[src/design/sha256_pkg.sv]
package sha256_pkg;

	localparam int unsigned ROUNDS = 64;
	localparam int unsigned WIN_WORDS = 16;
	localparam int unsigned HASH_WORDS = 8;
	localparam int unsigned OUT_WORDS = 4;

	localparam logic KIND_BYTE = 1'b0;
	localparam logic KIND_END = 1'b1;

	localparam logic [7:0] PAD_MARK = 8'h80;

	localparam logic [31:0] ROUND_K [ROUNDS] = '{
		32'h428a2f98, 32'h71374491, 32'hb5c0fbcf, 32'he9b5dba5,
		32'h3956c25b, 32'h59f111f1, 32'h923f82a4, 32'hab1c5ed5,
		32'hd807aa98, 32'h12835b01, 32'h243185be, 32'h550c7dc3,
		32'h72be5d74, 32'h80deb1fe, 32'h9bdc06a7, 32'hc19bf174,
		32'he49b69c1, 32'hefbe4786, 32'h0fc19dc6, 32'h240ca1cc,
		32'h2de92c6f, 32'h4a7484aa, 32'h5cb0a9dc, 32'h76f988da,
		32'h983e5152, 32'ha831c66d, 32'hb00327c8, 32'hbf597fc7,
		32'hc6e00bf3, 32'hd5a79147, 32'h06ca6351, 32'h14292967,
		32'h27b70a85, 32'h2e1b2138, 32'h4d2c6dfc, 32'h53380d13,
		32'h650a7354, 32'h766a0abb, 32'h81c2c92e, 32'h92722c85,
		32'ha2bfe8a1, 32'ha81a664b, 32'hc24b8b70, 32'hc76c51a3,
		32'hd192e819, 32'hd6990624, 32'hf40e3585, 32'h106aa070,
		32'h19a4c116, 32'h1e376c08, 32'h2748774c, 32'h34b0bcb5,
		32'h391c0cb3, 32'h4ed8aa4a, 32'h5b9cca4f, 32'h682e6ff3,
		32'h748f82ee, 32'h78a5636f, 32'h84c87814, 32'h8cc70208,
		32'h90befffa, 32'ha4506ceb, 32'hbef9a3f7, 32'hc67178f2
	};

	localparam logic [31:0] INIT_HASH [HASH_WORDS] = '{
		32'h6a09e667, 32'hbb67ae85, 32'h3c6ef372, 32'ha54ff53a,
		32'h510e527f, 32'h9b05688c, 32'h1f83d9ab, 32'h5be0cd19
	};

	typedef enum logic [1:0] {
		SRC_INPUT,
		SRC_MARK,
		SRC_ZERO,
		SRC_LENGTH
	} byte_src_t;

	typedef struct packed {
		logic      push;
		byte_src_t src;
		logic      count;
		logic      load;
		logic      round;
		logic [5:0] rnd;
		logic      add;
		logic      init;
		logic [1:0] widx;
	} cmd_t;

	typedef struct packed {
		logic fill_hi;
		logic fill_last;
	} sts_t;

	function automatic logic [31:0] ror32(input logic [31:0] v, input int unsigned n);
		return (v >> n) | (v << (32 - n));
	endfunction

	function automatic logic [31:0] big_sigma0(input logic [31:0] v);
		return ror32(v, 2) ^ ror32(v, 13) ^ ror32(v, 22);
	endfunction

	function automatic logic [31:0] big_sigma1(input logic [31:0] v);
		return ror32(v, 6) ^ ror32(v, 11) ^ ror32(v, 25);
	endfunction

	function automatic logic [31:0] small_sigma0(input logic [31:0] v);
		return ror32(v, 7) ^ ror32(v, 18) ^ (v >> 3);
	endfunction

	function automatic logic [31:0] small_sigma1(input logic [31:0] v);
		return ror32(v, 17) ^ ror32(v, 19) ^ (v >> 10);
	endfunction

endpackage

[src/design/sha256_message_hasher.sv]
// Channel  Direction  Handshake             Payload
// in       request    in_valid / in_stall   kind, data_byte
// out      result     out_valid / out_stall digest_word, word_index, last_word
//
// A message byte is taken into the block buffer; the byte that completes a 64-byte
// block also starts a compression: a load of the working variables, 64 rounds of the
// single round unit and a fold of the result into the hash.
// An end request pushes the padding one byte a cycle, runs one or two such
// compressions and then offers four digest words, one a cycle when not stalled.
// Requests are stalled while a block is compressed and, after an end request, until the last digest
// word is taken. Reset restores the initial hash values and a zero bit count.
module sha256_message_hasher (
	input  logic        clk,
	input  logic        arst_n,
	input  logic        in_valid,
	output logic        in_stall,
	input  logic        kind,
	input  logic [7:0]  data_byte,
	output logic        out_valid,
	input  logic        out_stall,
	output logic [63:0] digest_word,
	output logic [1:0]  word_index,
	output logic        last_word
);

	sha256_pkg::cmd_t cmd;
	sha256_pkg::sts_t sts;

	sha256_ctrl u_ctrl (
		.clk        (clk),
		.arst_n     (arst_n),
		.in_valid   (in_valid),
		.in_stall   (in_stall),
		.kind       (kind),
		.out_valid  (out_valid),
		.out_stall  (out_stall),
		.last_word  (last_word),
		.word_index (word_index),
		.sts        (sts),
		.cmd        (cmd)
	);

	sha256_dp u_dp (
		.clk         (clk),
		.arst_n      (arst_n),
		.data_byte   (data_byte),
		.cmd         (cmd),
		.sts         (sts),
		.digest_word (digest_word)
	);

	a_no_accept_while_output: assert property (@(posedge clk) disable iff (!arst_n)
		out_valid |-> in_stall)
		else $error("request accepted while digest is offered");

	a_push_not_in_round: assert property (@(posedge clk) disable iff (!arst_n)
		!(cmd.push && (cmd.round || cmd.load || cmd.add)))
		else $error("byte pushed during compression");

	a_last_word_ends: assert property (@(posedge clk) disable iff (!arst_n)
		(out_valid && !out_stall && last_word) |=> (!out_valid && !in_stall))
		else $error("block not idle after final digest word");

	a_index_steps: assert property (@(posedge clk) disable iff (!arst_n)
		(out_valid && !out_stall && !last_word) |=>
		(out_valid && word_index == $past(word_index) + 2'd1))
		else $error("digest word index did not advance");

endmodule

[src/design/sha256_ctrl.sv]
module sha256_ctrl (
	input  logic                clk,
	input  logic                arst_n,
	input  logic                in_valid,
	output logic                in_stall,
	input  logic                kind,
	output logic                out_valid,
	input  logic                out_stall,
	output logic                last_word,
	output logic [1:0]          word_index,
	input  sha256_pkg::sts_t    sts,
	output sha256_pkg::cmd_t    cmd
);

	typedef enum logic [2:0] {
		ST_IDLE,
		ST_PAD,
		ST_LOAD,
		ST_ROUND,
		ST_ADD,
		ST_OUT
	} state_t;

	state_t     state_q;
	logic [5:0] rnd_q;
	logic [1:0] idx_q;
	logic       first_q;
	logic       extra_q;
	logic       ending_q;

	assign in_stall = (state_q != ST_IDLE);
	assign out_valid = (state_q == ST_OUT);
	assign word_index = idx_q;
	assign last_word = (idx_q == 2'(sha256_pkg::OUT_WORDS - 1));

	always_comb begin
		cmd = '0;
		cmd.src = sha256_pkg::SRC_INPUT;
		cmd.rnd = rnd_q;
		cmd.widx = idx_q;
		case (state_q)
			ST_IDLE: begin
				if (in_valid && kind == sha256_pkg::KIND_BYTE) begin
					cmd.push = 1'b1;
					cmd.count = 1'b1;
				end
			end
			ST_PAD: begin
				cmd.push = 1'b1;
				if (first_q) begin
					cmd.src = sha256_pkg::SRC_MARK;
				end else if (sts.fill_hi && !extra_q) begin
					cmd.src = sha256_pkg::SRC_LENGTH;
				end else begin
					cmd.src = sha256_pkg::SRC_ZERO;
				end
			end
			ST_LOAD: cmd.load = 1'b1;
			ST_ROUND: cmd.round = 1'b1;
			ST_ADD: cmd.add = 1'b1;
			ST_OUT: begin
				if (!out_stall && last_word) begin
					cmd.init = 1'b1;
				end
			end
			default: cmd = '0;
		endcase
	end

	always_ff @(posedge clk or negedge arst_n) begin
		if (!arst_n) begin
			state_q <= ST_IDLE;
			rnd_q <= '0;
			idx_q <= '0;
			first_q <= 1'b0;
			extra_q <= 1'b0;
			ending_q <= 1'b0;
		end else begin
			case (state_q)
				ST_IDLE: begin
					if (in_valid) begin
						if (kind == sha256_pkg::KIND_BYTE) begin
							if (sts.fill_last) begin
								state_q <= ST_LOAD;
							end
						end else begin
							ending_q <= 1'b1;
							first_q <= 1'b1;
							extra_q <= sts.fill_hi;
							state_q <= ST_PAD;
						end
					end
				end
				ST_PAD: begin
					first_q <= 1'b0;
					if (sts.fill_last) begin
						state_q <= ST_LOAD;
					end
				end
				ST_LOAD: begin
					rnd_q <= '0;
					state_q <= ST_ROUND;
				end
				ST_ROUND: begin
					rnd_q <= rnd_q + 6'd1;
					if (rnd_q == 6'(sha256_pkg::ROUNDS - 1)) begin
						state_q <= ST_ADD;
					end
				end
				ST_ADD: begin
					if (!ending_q) begin
						state_q <= ST_IDLE;
					end else if (extra_q) begin
						extra_q <= 1'b0;
						state_q <= ST_PAD;
					end else begin
						idx_q <= '0;
						state_q <= ST_OUT;
					end
				end
				ST_OUT: begin
					if (!out_stall) begin
						if (last_word) begin
							ending_q <= 1'b0;
							state_q <= ST_IDLE;
						end else begin
							idx_q <= idx_q + 2'd1;
						end
					end
				end
				default: state_q <= ST_IDLE;
			endcase
		end
	end

endmodule

[src/design/sha256_dp.sv]
module sha256_dp (
	input  logic             clk,
	input  logic             arst_n,
	input  logic [7:0]       data_byte,
	input  sha256_pkg::cmd_t cmd,
	output sha256_pkg::sts_t sts,
	output logic [63:0]      digest_word
);

	logic [31:0] hash_q [sha256_pkg::HASH_WORDS];
	logic [31:0] var_q [sha256_pkg::HASH_WORDS];
	logic [31:0] win_q [sha256_pkg::WIN_WORDS];
	logic [23:0] acc_q;
	logic [5:0]  fill_q;
	logic [63:0] bitcnt_q;

	logic [7:0]  byte_in;
	logic [31:0] w_next;
	logic [31:0] t1;
	logic [31:0] t2;
	logic [31:0] ch;
	logic [31:0] maj;

	assign sts.fill_hi = (fill_q >= 6'd56);
	assign sts.fill_last = (fill_q == 6'd63);

	always_comb begin
		case (cmd.src)
			sha256_pkg::SRC_INPUT: byte_in = data_byte;
			sha256_pkg::SRC_MARK: byte_in = sha256_pkg::PAD_MARK;
			sha256_pkg::SRC_LENGTH: byte_in = bitcnt_q[{~fill_q[2:0], 3'b000} +: 8];
			default: byte_in = 8'h00;
		endcase
	end

	assign w_next = sha256_pkg::small_sigma1(win_q[14]) + win_q[9]
		+ sha256_pkg::small_sigma0(win_q[1]) + win_q[0];
	assign ch = (var_q[4] & var_q[5]) ^ (~var_q[4] & var_q[6]);
	assign maj = (var_q[0] & var_q[1]) ^ (var_q[0] & var_q[2]) ^ (var_q[1] & var_q[2]);
	assign t1 = var_q[7] + sha256_pkg::big_sigma1(var_q[4]) + ch
		+ sha256_pkg::ROUND_K[cmd.rnd] + win_q[0];
	assign t2 = sha256_pkg::big_sigma0(var_q[0]) + maj;

	assign digest_word = {hash_q[{cmd.widx, 1'b0}], hash_q[{cmd.widx, 1'b1}]};

	always_ff @(posedge clk or negedge arst_n) begin
		if (!arst_n) begin
			fill_q <= '0;
			bitcnt_q <= '0;
			for (int i = 0; i < sha256_pkg::HASH_WORDS; i++) begin
				hash_q[i] <= sha256_pkg::INIT_HASH[i];
			end
		end else begin
			if (cmd.push) begin
				fill_q <= fill_q + 6'd1;
			end
			if (cmd.count) begin
				bitcnt_q <= bitcnt_q + 64'd8;
			end else if (cmd.init) begin
				bitcnt_q <= '0;
			end
			if (cmd.add) begin
				for (int i = 0; i < sha256_pkg::HASH_WORDS; i++) begin
					hash_q[i] <= hash_q[i] + var_q[i];
				end
			end else if (cmd.init) begin
				for (int i = 0; i < sha256_pkg::HASH_WORDS; i++) begin
					hash_q[i] <= sha256_pkg::INIT_HASH[i];
				end
			end
		end
	end

	always_ff @(posedge clk) begin
		if (cmd.push) begin
			acc_q <= {acc_q[15:0], byte_in};
		end
		if ((cmd.push && fill_q[1:0] == 2'b11) || cmd.round) begin
			for (int i = 0; i < sha256_pkg::WIN_WORDS - 1; i++) begin
				win_q[i] <= win_q[i + 1];
			end
			win_q[sha256_pkg::WIN_WORDS - 1] <= cmd.round ? w_next : {acc_q, byte_in};
		end
		if (cmd.load) begin
			for (int i = 0; i < sha256_pkg::HASH_WORDS; i++) begin
				var_q[i] <= hash_q[i];
			end
		end else if (cmd.round) begin
			var_q[7] <= var_q[6];
			var_q[6] <= var_q[5];
			var_q[5] <= var_q[4];
			var_q[4] <= var_q[3] + t1;
			var_q[3] <= var_q[2];
			var_q[2] <= var_q[1];
			var_q[1] <= var_q[0];
			var_q[0] <= t1 + t2;
		end
	end

endmodule

[config.mk]
export PLATFORM = sky130hd
export DESIGN_NAME = sha256_message_hasher
export DESIGN_NICKNAME = d
export VERILOG_FILES = /design/src/design/sha256_pkg.sv /design/src/design/sha256_message_hasher.sv /design/src/design/sha256_ctrl.sv /design/src/design/sha256_dp.sv
export SDC_FILE = /design/constraint.sdc
export NUM_CORES = 2
export LEC_CHECK = 0
export BUFFER_PORTS_ARGS = -buffer_cell sky130_fd_sc_hd__buf_2
export CAP_MARGIN = 20
export CORE_MARGIN = 2
export CORE_UTILIZATION = 45
export DETAILED_ROUTE_END_ITERATION = 6
export PLACE_DENSITY = 0.63
export SLEW_MARGIN = 20
export SYNTH_ARGS = -nofsm -noshare
export SYNTH_HDL_FRONTEND = slang
export SYNTH_SLANG_ARGS = --single-unit
[constraint.sdc]
create_clock -name clk -period 26.1 [get_ports clk]
set_input_delay 2.61 -clock clk [delete_from_list [all_inputs] [get_ports clk]]
set_output_delay 2.61 -clock clk [all_outputs]
set_load 0.01 [all_outputs]
Word-level counts from Yosys, hierarchy flattened. Memories as Yosys holds them, arrays and structs flattened. Cells that the tools add are included. W data, S select, Z words.

Register bits after elaboration: 364. Bits in writable memories: 768. ROM bits: 2048. Output and inout port bits: 69. Word-level logic and storage cells: 196. Memories: 3.

Add/sub/neg operators: 22. $lt $le $gt $ge: 4. Eq/ne operators: 19. Shifts and indexed selects: 1. Mux-type cells: 67. Bitwise operators: 40. Reductions and logical operators: 23.

Memory list: (name not given) (depth 64, bits a word 32, rd ports 1, clocked after Yosys merged registers in 0, wr ports 0, RTL line sha256_dp.sv:41) `+ sha256_pkg::ROUND_K[cmd.rnd] + win_q[0];`; u_dp.win_q (depth 16, bits a word 32, rd ports 16, clocked after Yosys merged registers in 0, wr ports 16, RTL line sha256_dp.sv:12) `logic [31:0] win_q [sha256_pkg::WIN_WORDS];`; u_dp.var_q (depth 8, bits a word 32, rd ports 8, clocked after Yosys merged registers in 0, wr ports 8, RTL line sha256_dp.sv:11) `logic [31:0] var_q [sha256_pkg::HASH_WORDS];`.

Operators by type and width (number): $add A32 B32 Y32 (18); $mux W256 (2); $mux W32 (15); $xor A32 B32 Y32 (9); $bmux W32 S3 (2); $and A32 B32 Y32 (5); $mux W64 (2); $add A64 B4 Y64 const B (1); $shiftx A64 B7 Y8 (1); $not A32 Y32 (1); $or A10 B32 Y32 (1); $or A13 B32 Y32 (1); $or A14 B32 Y32 (1); $or A15 B32 Y32 (1); $or A19 B32 Y32 (1); $or A21 B32 Y32 (1); $or A25 B32 Y32 (1); $or A26 B32 Y32 (1); $or A30 B32 Y32 (1); $or A7 B32 Y32 (1); $xor A32 B22 Y32 (1); $xor A32 B29 Y32 (1); $mux W3 (8); $pmux W8 S3 (1); other kinds (36) (99).

Logic depth before layout (Yosys ltp).
Depth in word-level cells: 11. Gate-level depth with buffers: 45. Mapped depth without buffers: 41.

Cells and area by module. From an unflattened synthesis, not the netlist that was laid out.

Cells, all modules: 6743. Area total of the unflattened synthesis: 70600.2 um^2.

Modules (own cells, without submodules): sha256_dp (times used 1, cells each 6634, area an instance 69661.8 um^2, seq. area each 32035.7 um^2); sha256_ctrl (times used 1, cells each 109, area an instance 938.4 um^2, seq. area each 350.3 um^2).

Worst setup path before layout. No wires, ideal clock.

Kind: flip-flop to flip-flop. From: register u_ctrl.state_q[2]. To: memory u_dp.win_q[0][0] (enable). Arrival: 17.589 ns. Required time: 25.199 ns. Slack: 7.610 ns. Cell stages (with the launch flop): 10. Period minus slack after synthesis: 18.490 ns. Path through: dfrtp_1 > clkbuf_1 > nand2b_1 > clkbuf_1 > inv_1 > nand2_1 > clkbuf_1 > clkbuf_1 > clkbuf_1 > nand2_1.

RTL lines: start, declared (RTL line sha256_ctrl.sv:24) `state_t state_q;`; start signal, assigned (RTL line sha256_ctrl.sv:72) `state_q <= ST_IDLE;`; start signal, assigned (RTL line sha256_ctrl.sv:84) `state_q <= ST_LOAD;`; start signal, assigned (RTL line sha256_ctrl.sv:90) `state_q <= ST_PAD;`; end, declared (RTL line sha256_dp.sv:12).

==> flow_summary.yaml <==
timing:
  setup_viol: 0
  drv_slew: 0
  layout_setup_ws_ns: 14.36
  slew_headroom_pct: 15.1
  rsz0062_at_grt: "no"
  whs_ns: 0.411
  period_share_pct: 45.0
  tightest_slew_ns: 1.24
  skew_ns: 0.0613
  min_period_ns: 11.74
  hold_violations: 0
  max_freq_mhz: 85.2
  fin_tns_setup_ns: 0
drt:
  drc: 0
  routed-via-count: 55500
  wire_per_inst_um: 25.8
  wl_met2_um: 102000
  drt_iter0_markers: 6601
  drt_pre_antenna_iters: 6
  met1_length_um: 101000
  via_per_inst: 6.08
  ant_nets: 0
  top_layer: "met5"
  wirelength_um: 235000
  dr_wl_met3_um: 22100
final_layout:
  fin_nets: 7577
  final_layout_size_suffix_gt1_share_pct: 8.18
  finish.utilization_pct: 49.6
  area_growth_pct: 9.71
floorplanning:
  die-area_um2: 160000
  ios: 82
  core-area_um2: 156000
  start_util_pct: 45.2
  die_h_um: 400
  die_w_um: 400
  placement_rows: 145
critical_path:
  r2r.worst_path.cells: 43
  startpoint: "u_ctrl.state_q[2]"
  critPathArrivalTime_ns: 12.25
  r2r-end: "u_dp.var_q[0][31]"
  path_max_fanout: 32
  r2r-start: "u_ctrl.state_q[2]"
  slowest_stage: "ha_1"
  crit_type: "flip-flop to flip-flop"
  startpoint_type: "flip-flop"
  end_kind: "flip-flop"
  cpMostUsedCell: "inv_1"
  reg2reg_slack_ns: 14.36
  required_ns: 26.61
  critical-path-max-stage-delay_ns: 0.73
place:
  dp_hpwl_um: 171000
  place.gp.congestion: 0.994
  numPortBuffers: 81
  place_ws_ns: 14.58
grt:
  grt_max_degree: 216
  grt-ovfl-total: 0
  grt_use_total_pct: 29.1
  grt_pass1_vias: 51900
  antenna_found_initial: 9
  grt_first_pass_wirelength_um: 344000
clock_tree:
  numCtsBuffers: 130
  cts_resized: 0
  cts_htree_levels: 4
  clkSinkCount: 1129
  cts_setup_buffers: 0
  hold_buffers: 0
  cts-root-buf: "clkbuf_16"
  clk_pin_slew_worst_paths_ns: 0.06
  clock_latency_ns: 0.82
  clock_path_buffers: 3
  cts_tree: "done"
worst_hold_path:
  hold_depth: 0
  hold_path.startpoint: "u_dp.win_q[3][19]"
  hold_class: "flip-flop to flip-flop"
  hold_end: "u_dp.win_q[2][19]"
logic_synthesis:
  syn-instance-count: 7030
  ys_seq_area_share_pct: 46.0
  synth_edf_count: 792
  ys_ff_latch: 1129
  ys_types: 86
  syn-cell-area_um2: 70500
  synthArstFlopShare_pct: 29.8
  synthFlopType: "edfxtp_1"
  avgSynthCellArea_um2: 10.0
  yosysWarnings: 0
  syn-num-nets: 7632
status:
  outcome: "complete, no violations"
run:
  cap_violations: 0
flip-flops by register name, summed over array words and instances (netlist names):
register	flops
u_dp.acc_q	24
u_dp.win_q	512
u_ctrl.state_q	3
u_ctrl.first_q	1
u_dp.hash_q	256
u_ctrl.word_index	2
u_dp.bitcnt_q	61
u_dp.var_q	256
u_ctrl.rnd_q	6
u_dp.fill_q	6
u_ctrl.extra_q	1
u_ctrl.ending_q	1
Yosys cell counts, types with 35 or more instances:
| master | count | area [um2] |
|---|---|---|
| a211oi_1 | 52 | 390 |
| a21o_1 | 211 | 1580 |
| a21oi_1 | 512 | 2560 |
| a31oi_1 | 41 | 257 |
| and3_1 | 35 | 219 |
| clkbuf_1 | 315 | 1180 |
| dfrtp_1 | 201 | 5030 |
| dfstp_2 | 136 | 3570 |
| edfxtp_1 | 792 | 23800 |
| fa_1 | 195 | 3900 |
| ha_1 | 394 | 4930 |
| inv_1 | 261 | 980 |
| nand2_1 | 1159 | 4350 |
| nand2b_1 | 47 | 294 |
| nand3_1 | 245 | 1230 |
| nor2_1 | 358 | 1340 |
| nor3_1 | 107 | 536 |
| o211ai_1 | 53 | 398 |
| o21a_1 | 60 | 450 |
| o21ai_0 | 628 | 3140 |
| o21bai_1 | 48 | 360 |
| o22ai_1 | 45 | 282 |
| o31ai_1 | 51 | 383 |
| or3_1 | 47 | 294 |
| xnor2_1 | 400 | 3500 |
| xor2_1 | 185 | 1620 |
through the flow:
stage / std cells / area [um2]
after floorplan: 7030 / 70500
after global placement: 8900 / 72900
after detailed placement: 8900 / 72900
after CTS: 9135 / 77300
after global routing: 9136 / 77300
final: 9137 / 77300
worst max-delay path, delay by kind of cell, from the launching register on:
family | cells | cell delay, ns
compound gates | 16 | 4.01
fa+ha+maj | 8 | 3.34
buf+inv | 8 | 1.58
simple gates | 8 | 1.21
xor+xnor | 3 | 0.75
flops | 1 | 0.53
cell usage in the layout, fill, tap and decap left out, types with 25 or more instances in the layout:
master	netlist	final
a211oi_1	52	52
a21o_1	211	211
a21oi_1	512	512
a31oi_1	41	41
and3_1	35	34
buf_2	2	80
buf_4	0	74
clkbuf_1	315	27
clkbuf_16	0	132
dfrtp_1	201	200
dfstp_2	136	136
edfxtp_1	792	792
fa_1	195	195
ha_1	394	394
inv_1	261	258
nand2_1	1159	1150
nand2b_1	47	47
nand3_1	245	245
nand4_1	34	34
nor2_1	358	353
nor3_1	107	107
o211ai_1	53	53
o21a_1	60	60
o21ai_0	628	627
o21bai_1	48	48
o22ai_1	45	45
o311ai_0	25	25
o31ai_1	51	51
or3_1	47	47
xnor2_1	400	400
xor2_1	185	185
how the worst max path moves through the flow:
stage,endpoint,slack [ns],depth (start not counted)
floorplan,u_dp.win_q[0][0],7.61,9
global placement,u_dp.var_q[0][31],14.47,43
detailed placement,u_dp.var_q[0][31],14.58,43
CTS,u_dp.var_q[0][31],14.51,43
global route,u_dp.var_q[0][31],13.67,43
finish,u_dp.var_q[0][31],14.36,43
area by class of cell:
type	instances	area, um2
diodes	1	2.50
multi-input cells	5290	35900
clock inverters	69	882
clock buffers	166	3500
repair buffers	161	1100
inverters	263	995
flip-flops and latches	1129	32400
well taps	2058	2570
fillers	14100	78600
per-layer routing:
| layer | track usage [%] | up-vias |
|---|---|---|
| li1 | - | 25100 |
| met2 | 42.9 | 2650 |
| met3 | 5.36 | 419 |
| met4 | 11.7 | 2 |
| met5 | 0 | - |
| met1 | 42.2 | 27400 |
kinds of logic (layout without fill, tap and decap cells):
| family | count (synthesis) | count (layout) | synth area share [%] |
|---|---|---|---|
| buffers and inverters | 611 | 659 | 3.28 |
| multiplexers | 59 | 59 | 1.11 |
| XOR/XNOR | 585 | 585 | 7.27 |
| adder cells (fa/ha/maj) | 612 | 612 | 12.9 |
| AND/OR/NAND/NOR | 2135 | 2135 | 13.1 |
| AO/OA/AOI/OAI | 1899 | 1899 | 16.4 |
| other | 0 | 1 | 0 |
| flip-flops | 1129 | 1129 | 46.0 |
Power is left out: the tool's default activity adds up to more than one toggle a clock period on the data nets, which glitch-free logic cannot reach.
